**src/sv/ssr_pkg.sv**
```systemverilog
// shared types and constants for the stream segment reverser
// used by ssr_ctrl, ssr_datapath and stream_segment_reverser_top
package ssr_pkg;

	localparam int DATA_WIDTH  = 8;
	localparam int STACK_DEPTH = 63;
	localparam int ADDR_W      = $clog2(STACK_DEPTH);
	localparam int CNT_W       = $clog2(STACK_DEPTH + 1);
	localparam int CFG_IDX_W   = 2;

	localparam logic [CFG_IDX_W-1:0] CFG_START_MARKER = CFG_IDX_W'(0);
	localparam logic [CFG_IDX_W-1:0] CFG_END_MARKER   = CFG_IDX_W'(1);

	typedef enum logic [1:0] {
		MODE_BEFORE,
		MODE_INSIDE,
		MODE_AFTER
	} mode_t;

	typedef enum logic [1:0] {
		ST_IDLE,
		ST_POP_RD,
		ST_POP_WR
	} state_t;

	typedef struct packed {
		logic push;         // store the incoming element on the stack
		logic load_pass;    // load the incoming element into the output register
		logic flush_start;  // capture the lost flag for the coming flush
		logic pop_rd;       // read top of stack, drop the count
		logic load_pop;     // load the popped element into the output register
		logic out_last;     // last flag for the loaded result
	} ctrl_cmd_t;

	typedef struct packed {
		logic is_start;
		logic is_end;
		logic markers_equal;
		logic count_zero;
		logic out_free;
	} dp_status_t;

endpackage

```
**src/sv/ssr_datapath.sv**
```systemverilog
// datapath: marker registers, element stack memory, held count, output register
// depends on ssr_pkg
module ssr_datapath import ssr_pkg::*; (
	input  logic                  clk,
	input  logic                  arst_n,
	input  logic                  cfg_valid,
	output logic                  cfg_ready,
	input  logic [CFG_IDX_W-1:0]  cfg_index,
	input  logic [DATA_WIDTH-1:0] cfg_data,
	input  logic [DATA_WIDTH-1:0] element_value,
	input  ctrl_cmd_t             cmd,
	output dp_status_t            sts,
	output logic                  out_valid,
	input  logic                  out_stall,
	output logic [DATA_WIDTH-1:0] out_value,
	output logic                  is_last_output,
	output logic                  overflow
);

	logic [DATA_WIDTH-1:0] start_marker_q;
	logic [DATA_WIDTH-1:0] end_marker_q;
	logic [DATA_WIDTH-1:0] stack_mem [STACK_DEPTH];
	logic [DATA_WIDTH-1:0] rd_data_q;
	logic [CNT_W-1:0]      held_count_q;
	logic [CNT_W-1:0]      cnt_dec;
	logic                  lost_q;
	logic                  flush_ovf_q;
	logic                  stack_full;
	logic                  out_valid_q;
	logic [DATA_WIDTH-1:0] out_value_q;
	logic                  out_last_q;
	logic                  out_ovf_q;

	assign cfg_ready  = 1'b1;
	assign stack_full = (held_count_q == CNT_W'(STACK_DEPTH));
	assign cnt_dec    = held_count_q - CNT_W'(1);

	assign sts.is_start      = (element_value == start_marker_q);
	assign sts.is_end        = (element_value == end_marker_q);
	assign sts.markers_equal = (start_marker_q == end_marker_q);
	assign sts.count_zero    = (held_count_q == '0);
	assign sts.out_free      = !out_valid_q || !out_stall;

	always_ff @(posedge clk or negedge arst_n) begin
		if (!arst_n) begin
			start_marker_q <= '0;
			end_marker_q   <= '0;
		end else if (cfg_valid && cfg_ready) begin
			case (cfg_index)
				CFG_START_MARKER: start_marker_q <= cfg_data;
				CFG_END_MARKER:   end_marker_q   <= cfg_data;
				default: ;
			endcase
		end
	end

	always_ff @(posedge clk or negedge arst_n) begin
		if (!arst_n) begin
			held_count_q <= '0;
			lost_q       <= 1'b0;
			flush_ovf_q  <= 1'b0;
		end else begin
			if (cmd.push && !stack_full) begin
				held_count_q <= held_count_q + CNT_W'(1);
			end else if (cmd.pop_rd) begin
				held_count_q <= cnt_dec;
			end
			// a flush reports any drop in its segment, including one this cycle
			if (cmd.flush_start) begin
				flush_ovf_q <= lost_q || (cmd.push && stack_full);
				lost_q      <= 1'b0;
			end else if (cmd.push && stack_full) begin
				lost_q <= 1'b1;
			end
		end
	end

	always_ff @(posedge clk) begin
		if (cmd.push && !stack_full) begin
			stack_mem[held_count_q[ADDR_W-1:0]] <= element_value;
		end
	end

	always_ff @(posedge clk) begin
		if (cmd.pop_rd) begin
			rd_data_q <= stack_mem[cnt_dec[ADDR_W-1:0]];
		end
	end

	always_ff @(posedge clk or negedge arst_n) begin
		if (!arst_n) begin
			out_valid_q <= 1'b0;
		end else if (cmd.load_pass || cmd.load_pop) begin
			out_valid_q <= 1'b1;
		end else if (!out_stall) begin
			out_valid_q <= 1'b0;
		end
	end

	always_ff @(posedge clk) begin
		if (cmd.load_pass) begin
			out_value_q <= element_value;
			out_last_q  <= cmd.out_last;
			out_ovf_q   <= 1'b0;
		end else if (cmd.load_pop) begin
			out_value_q <= rd_data_q;
			out_last_q  <= cmd.out_last;
			out_ovf_q   <= flush_ovf_q;
		end
	end

	assign out_valid      = out_valid_q;
	assign out_value      = out_value_q;
	assign is_last_output = out_last_q;
	assign overflow       = out_ovf_q;

`ifndef SYNTHESIS
	a_count_range: assert property (@(posedge clk) disable iff (!arst_n)
		held_count_q <= CNT_W'(STACK_DEPTH))
		else $error("held count beyond stack depth");

	a_pop_nonempty: assert property (@(posedge clk) disable iff (!arst_n)
		cmd.pop_rd |-> (held_count_q != '0))
		else $error("pop from an empty stack");
`endif

endmodule

```
**src/sv/ssr_ctrl.sv**
```systemverilog
// controller: segment mode and flush sequencer
// depends on ssr_pkg, drives ssr_datapath through ctrl_cmd_t
module ssr_ctrl import ssr_pkg::*; (
	input  logic       clk,
	input  logic       arst_n,
	input  logic       in_valid,
	output logic       in_stall,
	input  logic       is_last_input,
	input  dp_status_t sts,
	output ctrl_cmd_t  cmd
);

	state_t state_q, state_d;
	mode_t  mode_q, mode_d;
	logic   seq_last_q, seq_last_d;
	logic   in_ready;
	logic   accept;
	logic   do_push;
	logic   do_pass;
	logic   do_flush;

	assign in_ready = (state_q == ST_IDLE) && sts.out_free;
	assign in_stall = !in_ready;
	assign accept   = in_valid && in_ready;

	always_ff @(posedge clk or negedge arst_n) begin
		if (!arst_n) begin
			state_q    <= ST_IDLE;
			mode_q     <= MODE_BEFORE;
			seq_last_q <= 1'b0;
		end else begin
			state_q    <= state_d;
			mode_q     <= mode_d;
			seq_last_q <= seq_last_d;
		end
	end

	always_comb begin
		state_d    = state_q;
		mode_d     = mode_q;
		seq_last_d = seq_last_q;
		cmd        = '0;
		do_push    = 1'b0;
		do_pass    = 1'b0;
		do_flush   = 1'b0;
		case (state_q)
			ST_IDLE: begin
				if (accept) begin
					case (mode_q)
						MODE_BEFORE: begin
							if (sts.is_start && sts.markers_equal) begin
								do_pass = 1'b1;
								mode_d  = MODE_AFTER;
							end else if (sts.is_start) begin
								do_push = 1'b1;
								mode_d  = MODE_INSIDE;
							end else begin
								do_pass = 1'b1;
							end
						end
						MODE_INSIDE: begin
							do_push = 1'b1;
							if (sts.is_end) begin
								do_flush = 1'b1;
								mode_d   = MODE_AFTER;
							end
						end
						default: do_pass = 1'b1;
					endcase
					// end of sequence: anything still held goes out reversed
					if (is_last_input) begin
						mode_d = MODE_BEFORE;
						if (do_push) begin
							do_flush = 1'b1;
						end
					end
					cmd.push        = do_push;
					cmd.load_pass   = do_pass;
					cmd.flush_start = do_flush;
					cmd.out_last    = is_last_input;
					if (do_flush) begin
						seq_last_d = is_last_input;
						state_d    = ST_POP_RD;
					end
				end
			end
			ST_POP_RD: begin
				cmd.pop_rd = 1'b1;
				state_d    = ST_POP_WR;
			end
			ST_POP_WR: begin
				if (sts.out_free) begin
					cmd.load_pop = 1'b1;
					cmd.out_last = seq_last_q && sts.count_zero;
					state_d      = sts.count_zero ? ST_IDLE : ST_POP_RD;
				end
			end
			default: state_d = ST_IDLE;
		endcase
	end

`ifndef SYNTHESIS
	a_last_resets_mode: assert property (@(posedge clk) disable iff (!arst_n)
		(accept && is_last_input) |=> (mode_q == MODE_BEFORE))
		else $error("mode not back to before-segment after last item");

	a_load_when_free: assert property (@(posedge clk) disable iff (!arst_n)
		(cmd.load_pass || cmd.load_pop) |-> sts.out_free)
		else $error("output register loaded while occupied");

	a_flush_leaves_idle: assert property (@(posedge clk) disable iff (!arst_n)
		cmd.flush_start |=> (state_q == ST_POP_RD))
		else $error("flush did not start popping");
`endif

endmodule

```
**src/sv/stream_segment_reverser_top.sv**
```systemverilog
// stream segment reverser: one element per input item, the segment from the
// start marker through the end marker comes out in reverse order
// channels:
//   input  in_valid / in_stall carries element_value and is_last_input
//   output out_valid / out_stall carries out_value, is_last_output, overflow
//   config cfg_valid / cfg_ready, cfg_index 0 = start marker, 1 = end marker;
//          cfg_ready is always high, other indexes are ignored
// timing:
//   a pass-through item shows on the output register in the cycle after it is
//   accepted; one item per cycle is accepted while the output drains
//   an element held on the stack takes no output slot when accepted
//   a flush pops each held element by a read of the stack memory's registered
//   port, then a load of the output register, and stalls the input
// reset clears the markers to zero, empties the stack and returns to the
// before-segment mode; a stalled output holds its item, and the input then
// stalls until the output register can take the next result
// depends on ssr_pkg, ssr_ctrl, ssr_datapath
module stream_segment_reverser_top import ssr_pkg::*; (
	input  logic                  clk,
	input  logic                  arst_n,
	input  logic                  cfg_valid,
	output logic                  cfg_ready,
	input  logic [CFG_IDX_W-1:0]  cfg_index,
	input  logic [DATA_WIDTH-1:0] cfg_data,
	input  logic                  in_valid,
	output logic                  in_stall,
	input  logic [DATA_WIDTH-1:0] element_value,
	input  logic                  is_last_input,
	output logic                  out_valid,
	input  logic                  out_stall,
	output logic [DATA_WIDTH-1:0] out_value,
	output logic                  is_last_output,
	output logic                  overflow
);

	ctrl_cmd_t  cmd;
	dp_status_t sts;

	ssr_ctrl u_ctrl (
		.clk           (clk),
		.arst_n        (arst_n),
		.in_valid      (in_valid),
		.in_stall      (in_stall),
		.is_last_input (is_last_input),
		.sts           (sts),
		.cmd           (cmd)
	);

	ssr_datapath u_datapath (
		.clk            (clk),
		.arst_n         (arst_n),
		.cfg_valid      (cfg_valid),
		.cfg_ready      (cfg_ready),
		.cfg_index      (cfg_index),
		.cfg_data       (cfg_data),
		.element_value  (element_value),
		.cmd            (cmd),
		.sts            (sts),
		.out_valid      (out_valid),
		.out_stall      (out_stall),
		.out_value      (out_value),
		.is_last_output (is_last_output),
		.overflow       (overflow)
	);

endmodule
```
**config.mk**
```make
export PLATFORM = sky130hd
export DESIGN_NAME = stream_segment_reverser_top
export DESIGN_NICKNAME = d
export VERILOG_FILES = /design/src/sv/ssr_pkg.sv /design/src/sv/ssr_datapath.sv /design/src/sv/ssr_ctrl.sv /design/src/sv/stream_segment_reverser_top.sv
export SDC_FILE = /design/constraint.sdc
export NUM_CORES = 1
export LEC_CHECK = 0
export BUFFER_PORTS_ARGS = -buffer_cell sky130_fd_sc_hd__buf_4
export CAP_MARGIN = 10
export CORE_ASPECT_RATIO = 0.5
export CORE_MARGIN = 3
export CORE_UTILIZATION = 35
export DETAILED_ROUTE_END_ITERATION = 7
export PLACE_DENSITY = 0.61
export SLEW_MARGIN = 20
export SYNTH_ARGS = -nofsm -noshare
export SYNTH_HDL_FRONTEND = slang
export SYNTH_HIERARCHICAL = 1
export SYNTH_SLANG_ARGS = --single-unit
```
**constraint.sdc**
```tcl
create_clock -name clk -period 2.9 [get_ports clk]
set_input_delay 0.29 -clock clk [delete_from_list [all_inputs] [get_ports clk]]
set_output_delay 0.29 -clock clk [all_outputs]
set_load 0.005 [all_outputs]
```
After elaboration in Yosys (flattened, before gate mapping)
Memories as Yosys holds them, arrays and structs flattened. A register that Yosys moved wholly into a read port is not among the register bits.
Cells that the tools add are included.
Widths: inputs -> output; s select.
{"block": "word_totals", "ff_bits": 40, "latchBits": 0, "ram_bits": 504, "romBits": 0, "output_inout_bits": 13, "memories": 1}
{"memory": "u_datapath.stack_mem", "words": 63, "word_bits": 8, "read_ports": 1, "rd_clocked_by_memory_dff": 1, "wr": 1, "line_no": "ssr_datapath.sv:22", "text": "logic [DATA_WIDTH-1:0] stack_mem [STACK_DEPTH];"}
{"block": "classes", "n_addsub": 2, "multipliers": 0, "div": 0, "order_cmp": 0, "n_eq_ne": 14, "shifts": 0, "n_mux": 43, "n_bitwise": 0, "n_reduce_logical": 26}
{"op": "$eq 8x8->1", "count": 3}
{"op": "$mux 1", "count": 24}
{"op": "$mux 2", "count": 8}
{"op": "$mux 8", "count": 2}
{"op": "$mux 6", "count": 2}
{"op": "$add 6x1->6 const B", "count": 1}
{"op": "$eq 2x1->1 const B", "count": 3}
{"op": "$eq 6x6->1 const B", "count": 1}
{"op": "$logic_and 1x1->1", "count": 6}
{"op": "$logic_not 2->1", "count": 3}
{"op": "$logic_not 6->1", "count": 1}
{"op": "$mux 3", "count": 2}
{"op": "$ne 2x1->1 const B", "count": 3}
{"op": "$pmux 1 s2", "count": 3}
{"op": "$pmux 2 s3", "count": 1}
{"op": "$reduce_and 3->1", "count": 2}
{"op": "$reduce_bool 2->1", "count": 3}
{"op": "$sub 6x1->6 const B", "count": 1}
{"op": "$reduce_and 5->1", "count": 1}
{"op": "$logic_not 1->1", "count": 4}
{"op": "$ne 4x2->1 const B", "count": 1}
{"op": "$pmux 2 s2", "count": 1}
{"op": "$reduce_and 2->1", "count": 2}
{"op": "$logic_or 1x1->1", "count": 3}
{"op": "4 further kinds", "count": 4}

Longest topological paths before layout
Gate-level depths: netlist of run 1.
{"block": "depth", "word_depth": 15, "mapped_depth": 13, "depth_no_buf": 11}

Cells and area by module
The synthesis of run 1 kept the hierarchy.
{"module": "ssr_datapath", "instances": 1, "cells_each": 1123, "area_each_um2": 21842.2}
{"module": "ssr_ctrl", "instances": 1, "cells_each": 40, "area_each_um2": 380.4}

Worst setup path after synthesis of run 1
Ideal clock, no wire load.
{"block": "synth_path", "path_type": "register -> register", "startpoint": "register u_datapath.held_count_q[0]", "endpoint": "register u_datapath.rd_data_q[4], read port of u_datapath.stack_mem, data pin", "setup_ps": 261, "arrival_time_ps": 2861, "required_ps": 2639, "setup_slack_ps": -222, "stages_incl_launch_ff": 14, "n_path_buf": 6, "period_less_slack_ps": 3122, "path_cell_list": "dfrtp_1 buf_4 buf_6 buf_2 inv_1 ha_1 buf_2 clkbuf_1 buf_2 mux4_2 nand2_1 nand3_1 a31oi_1 mux2i_1"}
{"block": "synth_via", "elab_chain_cells": 1}
{"item": "from (decl)", "line_no": "ssr_datapath.sv:24", "text": "logic [CNT_W-1:0] held_count_q;"}
{"item": "from (signal assigned)", "line_no": "ssr_datapath.sv:64", "text": "held_count_q <= held_count_q + CNT_W'(1);"}
{"item": "from (signal assigned)", "line_no": "ssr_datapath.sv:66", "text": "held_count_q <= cnt_dec;"}
{"item": "$sub 6x1->6", "line_no": "ssr_datapath.sv:36", "text": "assign cnt_dec = held_count_q - CNT_W'(1);"}
{"item": "to (decl)", "line_no": "ssr_datapath.sv:23", "text": "logic [DATA_WIDTH-1:0] rd_data_q;"}
No other way between the ends.
A chain may end at the register's enable or synchronous reset.

Worst setup path in the final report of run 1
{"block": "layout_path", "startpoint": "register u_datapath.held_count_q[0]", "endpoint": "register u_datapath.rd_data_q[7], read port of u_datapath.stack_mem, data pin"}
The elaborated chain is that of the path after synthesis.

==> results.toml, run 1 <==
[yosys]
yosysSeqAreaShare_pct = 73.9
syn_avg_cell_area_sq_um = 19.1
synth_flop_cell = "edfxtp_1"
synth_nets = 1190
synth_cells = 1163
async_flop_share_pct = 5.43
netlist_area_sq_mm = 0.0222
yosys_warnings = 6
synth-edff-count = 521
ys_types = 58
ys_seq_elements = 552

[finish]
final_cells = 2187
drive_gt1_share_pct = 29.3
syn_to_final_growth_pct = 17.3
seq_area_sq_mm = 0.0164
fin_nets = 1353
multi_input_area_sq_mm = 0.00551
num_antenna_cells = 0
fill_cells = 5427
final_area_sq_mm = 0.0261

[global_routing]
antenna_found_initial = 1
grt_overflow = 0
grt_pass1_vias = 11849
grt_usage_pct = 15.7
grt_start_max_net_pins = 66
grt_pass1_wl_um = 78400

[hold_path]
min_from = "out_stall"
holdPathStages = 3
hp-class = "in -> reg"
min_to = "u_datapath/out_valid"

[setup_path]
cp-start-kind = "flop"
cpPeakStageDelay_ns = 0.47
rr_endpoint = "u_datapath/rd_data_q[7]"
worstPathArrival_ns = 3.11
path_cells = "inv_1 -> ha_4 -> buf_12 -> buf_4 -> mux4_2 -> mux2i_1 -> a32oi_1 -> o22ai_1 -> a31oi_1"
rr_startpoint = "u_datapath/held_count_q[0]"
r2r_setup_slack_ns = 0.1
crit_slowest_cell = "dfrtp_4"
end_kind = "flop"
required_ns = 3.21
crit_path_max_fanout = 28
rr_worst_depth = 9
crit_type = "reg -> reg"
critPathTopFamily = "multiplexers"
crit_buf_inv = 3

[sta]
setup_violations = 0
fmaxAchievable_mhz = 357
slew_viol_final = 0
setup_ws_ns = 0.0962
finalCritPeriodShare_pct = 96.7
final-hold-violation-count = 0
skew_ns = 0.0198
rsz0062_at_grt = "true"
relSlewSlack_pct = 41.1
finalWorstPathRequiredPeriod_ns = 2.80
worstMarginPinSlew_ns = 0.883

[power]
pwr_density_cell_mw_per_mm2 = 916
intPower_mw = 16.3
max-vdd-ir-drop_v = 0.000505
p_comb_share_pct = 33.8
p_leak_nw = 8.51
seqPwrFrac_pct = 38.0
total_power_mw = 23.9
clkPwrFrac_pct = 28.2
switching_share_pct = 31.6
p_sw_mw = 7.55

[die]
placementRows = 64
dieWidth_um = 362
core_area_sq_mm = 0.0620
die_h_um = 184
io_pins = 37
dieArea_sq_mm = 0.0667
initial_utilization_pct = 35.9

[cts]
clk_pin_slew_ns = 0.06
cts_tree = "yes"
cts_max_path_buffers = 3
clkSinkCount = 552
clock_latency_ns = 0.58
numCtsBuffers = 52
cts-root-buf = "clkbuf_16"
htreeDepth = 2

[job]
max-cap-violations = 0

[detailed_routing]
ant_nets = 0
num_vias = 11521
top_layer = "met5"
drtIter0Drc = 1301
drt_pass1_iterations = 6
drc = 0
via_per_inst = 5.27
drt-total-wl_um = 52200
wl_met2_um = 24800
drt-met1-wl_um = 22400
wl_met3_um = 3620
wl_per_cell_um = 23.9

[placed_design]
place_ws_ns = -0.0563
hpwl_um = 33100
placedCellCount = 2085
place.gp.congestion = 0.814
port_buffers = 35
place_area_sq_mm = 0.0242

[outcome]
status = "completed"
-- worst max-delay path by stage --
stage                     slack (ns)                           to  cells past startpoint                         start
after floorplan                -0.02  u_datapath/stack_mem[56][0]                      9  u_datapath/start_marker_q[0]
after global placement         -0.08      u_datapath/rd_data_q[3]                      9    u_datapath/held_count_q[0]
after detailed placement       -0.06      u_datapath/rd_data_q[7]                      9    u_datapath/held_count_q[0]
after CTS                       0.06  u_datapath/stack_mem[31][3]                     11  u_datapath/start_marker_q[1]
after global routing           -0.02      u_datapath/rd_data_q[7]                      7    u_datapath/held_count_q[0]
final                            0.1      u_datapath/rd_data_q[7]                      9    u_datapath/held_count_q[0]
-- layer usage --
| layer | track usage, % | vias to the layer above |
|---|---|---|
| met5 | 0 | - |
| met4 | 4.18 | 2 |
| met3 | 2.91 | 89 |
| met2 | 25.3 | 451 |
| met1 | 22.0 | 5993 |
| li1 | - | 4986 |
-- power groups by stage --
stage                     logic (mW)  clock network, mW  registers [mW]
after global routing            8.60               7.23            9.09
after detailed placement        7.95                  0            9.25
final                           8.08               6.73            9.08
after floorplan                 5.21                  0            9.16
after CTS                       8.06               6.87            9.08
after global placement          7.89                  0            9.24
-- worst reg2reg max path, cell delays in order, from the launching register on --
cell	delay, ns
dfrtp_4	0.47
inv_1	0.13
ha_4	0.35
buf_12	0.20
buf_4	0.26
mux4_2	0.34
mux2i_1	0.28
a32oi_1	0.22
o22ai_1	0.23
a31oi_1	0.05
-- registers in the layout, indices dropped and copies added (netlist names) --
signal	count
u_ctrl/seq_last_q	1
u_datapath/held_count_q	6
u_datapath/overflow	1
u_datapath/rd_data_q	8
u_datapath/start_marker_q	8
u_datapath/lost_q	1
u_datapath/flush_ovf_q	1
u_datapath/end_marker_q	8
u_ctrl/state_q	2
u_datapath/stack_mem	504
u_datapath/out_valid	1
u_datapath/out_value	8
u_ctrl/mode_q	2
u_datapath/is_last_output	1
-- cells in the final DEF (no fill, tap or decap), types with 7 or more instances in the layout --
cell,n
edfxtp_1,521
buf_4,145
mux4_2,122
nand2_1,86
nor2_1,84
clkbuf_16,54
dfrtp_1,29
xnor2_1,29
nand3_1,27
mux2_2,24
mux2i_1,22
a21oi_1,19
o21ai_0,18
inv_1,15
clkinv_1,11
a31oi_1,11
dlygate4sd3_1,10
nand4_1,8
buf_12,8
clkinv_2,7
clkbuf_1,7
a22oi_1,7
-- final cells by class --
class                      instances  area share (%)
clock buffer                      61            5.28
clock inverter                    29            1.17
inverter                          15           0.216
multi-input combinational        539            21.1
sequential                       552            63.0
tap                              825            3.96
timing repair buffer             166            5.30
-- per-stage QoR --
step           hold slack (ns)  TNS [ns]  util [%]
3_3_place_gp             0.238    -0.303      39.1
3_5_place_dp             0.248    -0.145      39.1
6_report                0.0804         0      42.1
2_1_floorplan         -0.00559    -0.948         -
5_1_grt                 0.0846   -0.0236      42.1
4_1_cts                 0.0593         0      42.0
-- Yosys cell counts, drive strengths merged, types with 2 or more instances --
master  count  share of area (%)
or2         5               0.14
inv        15               0.25
nor2b       4               0.11
edfxtp    521                 70
a31oi      11               0.31
buf        34                1.1
nand2b      2              0.056
a22o        2              0.079
nand3b      3               0.10
nand2      87                1.5
mux2i      24                1.1
a22oi       7               0.24
a32oi       6               0.24
clkbuf     23               0.39
o22ai       6               0.17
dfrtp      30                3.4
nor2       85                1.4
mux2       24                1.2
nand3      28               0.63
xor2        4               0.16
ha          3               0.17
o41ai       2               0.11
nor3        4               0.16
xnor2      31                1.3
nor3b       4               0.14
o21ai      19               0.43
a311oi      2              0.079
a21oi      19               0.43
and2        2              0.056
nand4       8               0.23
mux4      127                 13
nor4b       3               0.12
o221ai      2              0.079
-- kinds of logic (layout without fill, tap and decap cells) --
logic type      Yosys count  count (layout)  synth area share, %
flops                   552             552                 73.9
simple gates            241             241                 4.95
mux                     175             175                 15.3
compound gates           84              84                 2.49
buf+inv                  72             271                 1.78
xor+xnor                 35              35                 1.46
fa+ha+maj                 3               3                0.169
other cells               1               1               0.0169
-- timing repair --
action / 4_1_cts / 5_1_grt
endpoints found under the hold margin: 48 / 0
pin swaps: 2 / 0
hold buffers: 10 / 0
endpoints found under the setup margin: 8 / 272
gates resized for setup: 3 / 10
buffers inserted: 2 / 0
Note: power is estimated with default switching activity, not from simulation.
==> inputs of run 2 (changes only) <==
--- a/config.mk
+++ b/config.mk
@@ -11,7 +11,7 @@
 export CORE_MARGIN = 3
 export CORE_UTILIZATION = 35
 export DETAILED_ROUTE_END_ITERATION = 7
-export PLACE_DENSITY = 0.61
+export PLACE_DENSITY = 0.55
 export SLEW_MARGIN = 20
 export SYNTH_ARGS = -nofsm -noshare
 export SYNTH_HDL_FRONTEND = slang
==> results.toml, run 2 (same netlist as run 1, synthesis figures left out) <==
[global_routing]
grt_overflow = 0
grt_start_max_net_pins = 66
antenna_found_initial = 1
grt_pass1_wl_um = 80700
grt_usage_pct = 16.3
grt_pass1_vias = 11928

[sta]
finalCritPeriodShare_pct = 95.7
slew_viol_final = 0
rsz0062_at_grt = "false"
worstMarginPinSlew_ns = 0.881
final-hold-violation-count = 0
fmaxAchievable_mhz = 360
finalWorstPathRequiredPeriod_ns = 2.77
skew_ns = 0.0258
setup_violations = 0
relSlewSlack_pct = 41.3

[finish]
syn_to_final_growth_pct = 17.2
drive_gt1_share_pct = 29.3
largest_reg_flops = 504
mostFrequentLayoutCells = "521 x edfxtp_1, 162 x buf_4, 122 x mux4_2"
fin_nets = 1369
final_common_cell = "edfxtp_1"
final_area_sq_mm = 0.0260
seq_area_sq_mm = 0.0164
multi_input_area_sq_mm = 0.00547
num_antenna_cells = 0
fill_cells = 5456
final_cells = 2209

[power]
total_power_mw = 23.5
max-vdd-ir-drop_v = 0.000621
pwr_density_cell_mw_per_mm2 = 904
p_leak_nw = 8.52

[detailed_routing]
drc = 0
drt-total-wl_um = 53600
via_per_inst = 5.23
drtIter0Drc = 1135
wl_per_cell_um = 24.3
num_vias = 11553
ant_nets = 0
drt_pass1_iterations = 6

[job]
max-cap-violations = 0

[outcome]
status = "completed"

[setup_path]
crit_buf_inv = 1
end_kind = "flop"
critPathTopFamily = "compound AO/OA/AOI/OAI gates"
crit_path_max_fanout = 12
path_cells = "inv_1 -> ha_1 -> xnor2_2 -> nand2_1 -> a32oi_1 -> o22ai_2 -> a31oi_1"
worstPathArrival_ns = 3.14
crit_type = "reg -> reg"
required_ns = 3.27
rr_startpoint = "u_datapath/held_count_q[0]"
cpPeakStageDelay_ns = 0.68
cp-start-kind = "flop"
crit_start = "u_datapath/held_count_q[0]"
crit_slowest_cell = "xnor2_2"
r2r_setup_slack_ns = 0.13

[die]
dieWidth_um = 362
die_h_um = 184
placementRows = 64
core_area_sq_mm = 0.0620
dieArea_sq_mm = 0.0667
initial_utilization_pct = 35.9
io_pins = 37

[placed_design]
port_buffers = 35
place_area_sq_mm = 0.0244
placedCellCount = 2104
place.gp.congestion = 0.847
hpwl_um = 34600

[hold_path]
min_from = "out_stall"
hp-class = "in -> reg"

[cts]
cts_tree = "yes"
htreeDepth = 2
clkSinkCount = 552
numCtsBuffers = 51
cts_setup_buffers = 0
clk_pin_slew_ns = 0.07
cts-root-buf = "clkbuf_16"
clock_latency_ns = 0.59
cts_max_path_buffers = 3
run 2: changes by cell type in the layout (fill, tap and decap cells not counted), moves of 3 or more:
cell | previous run | this run
bufinv_16 | 6 | 2
buf_6 | 3 | 0
clkbuf_1 | 7 | 14
buf_12 | 8 | 11
clkbuf_16 | 54 | 51
clkinv_1 | 11 | 15
buf_4 | 145 | 162
run 2: path summary, 6_finish.rpt:
| check | to | depth (start not counted) |
|---|---|---|
| worst max-delay path | u_datapath/rd_data_q[2] | 7 |
| min in group asynchronous | u_datapath/start_marker_q[4] | 2 |
| max in group asynchronous | u_datapath/held_count_q[0] | 2 |
| worst min-delay path | u_datapath/out_valid | 3 |
| worst max register to register | u_datapath/rd_data_q[2] | 7 |
| worst min register to register | u_datapath/lost_q | 2 |
run 2: timing repair:
action | CTS | global route
endpoints found under the hold margin | 47 | 0
hold buffers | 10 | 0
gates resized for setup | 0 | 4
setup endpoints to repair | 0 | 13
run 2: where the power goes:
| group | switching [mW] | internal, mW |
|---|---|---|
| sequential | 0.142 | 8.92 |
| combinational | 4.60 | 3.62 |
| clock | 2.84 | 3.42 |
run 2: tightest hold or removal path, stage by stage:
cell and delay (ns):
buf_4 0.08, nand2_1 0.15, nand2b_1 0.12
run 2: final cells by class:
class | instances | share of cell area (%)
sequential | 552 | 63.0
multi-input combinational | 539 | 21.0
timing repair buffer | 183 | 5.90
clock buffer | 65 | 5.10
tap | 825 | 3.96
clock inverter | 30 | 0.788
inverter | 15 | 0.216
run 2: metrics by stage:
| stage | setup slack [ns] | TNS [ns] | util, % | hold slack, ns |
|---|---|---|---|---|
| 2_1_floorplan | -0.0169 | -0.948 | - | -0.00559 |
| 3_3_place_gp | 0.0942 | 0 | 39.4 | 0.242 |
| 3_5_place_dp | 0.0363 | 0 | 39.4 | 0.252 |
| 4_1_cts | 0.0231 | 0 | 42.0 | 0.0684 |
| 5_1_grt | 0.00494 | 0 | 42.0 | 0.0921 |
| 6_report | 0.126 | 0 | 42.0 | 0.109 |
run 2: per-layer routing:
metal | track usage [%] | wire length, um
met1 | 23.7 | 24700
met2 | 25.1 | 24300
met3 | 3.52 | 3500
met4 | 3.79 | 1140
met5 | 0 | 0
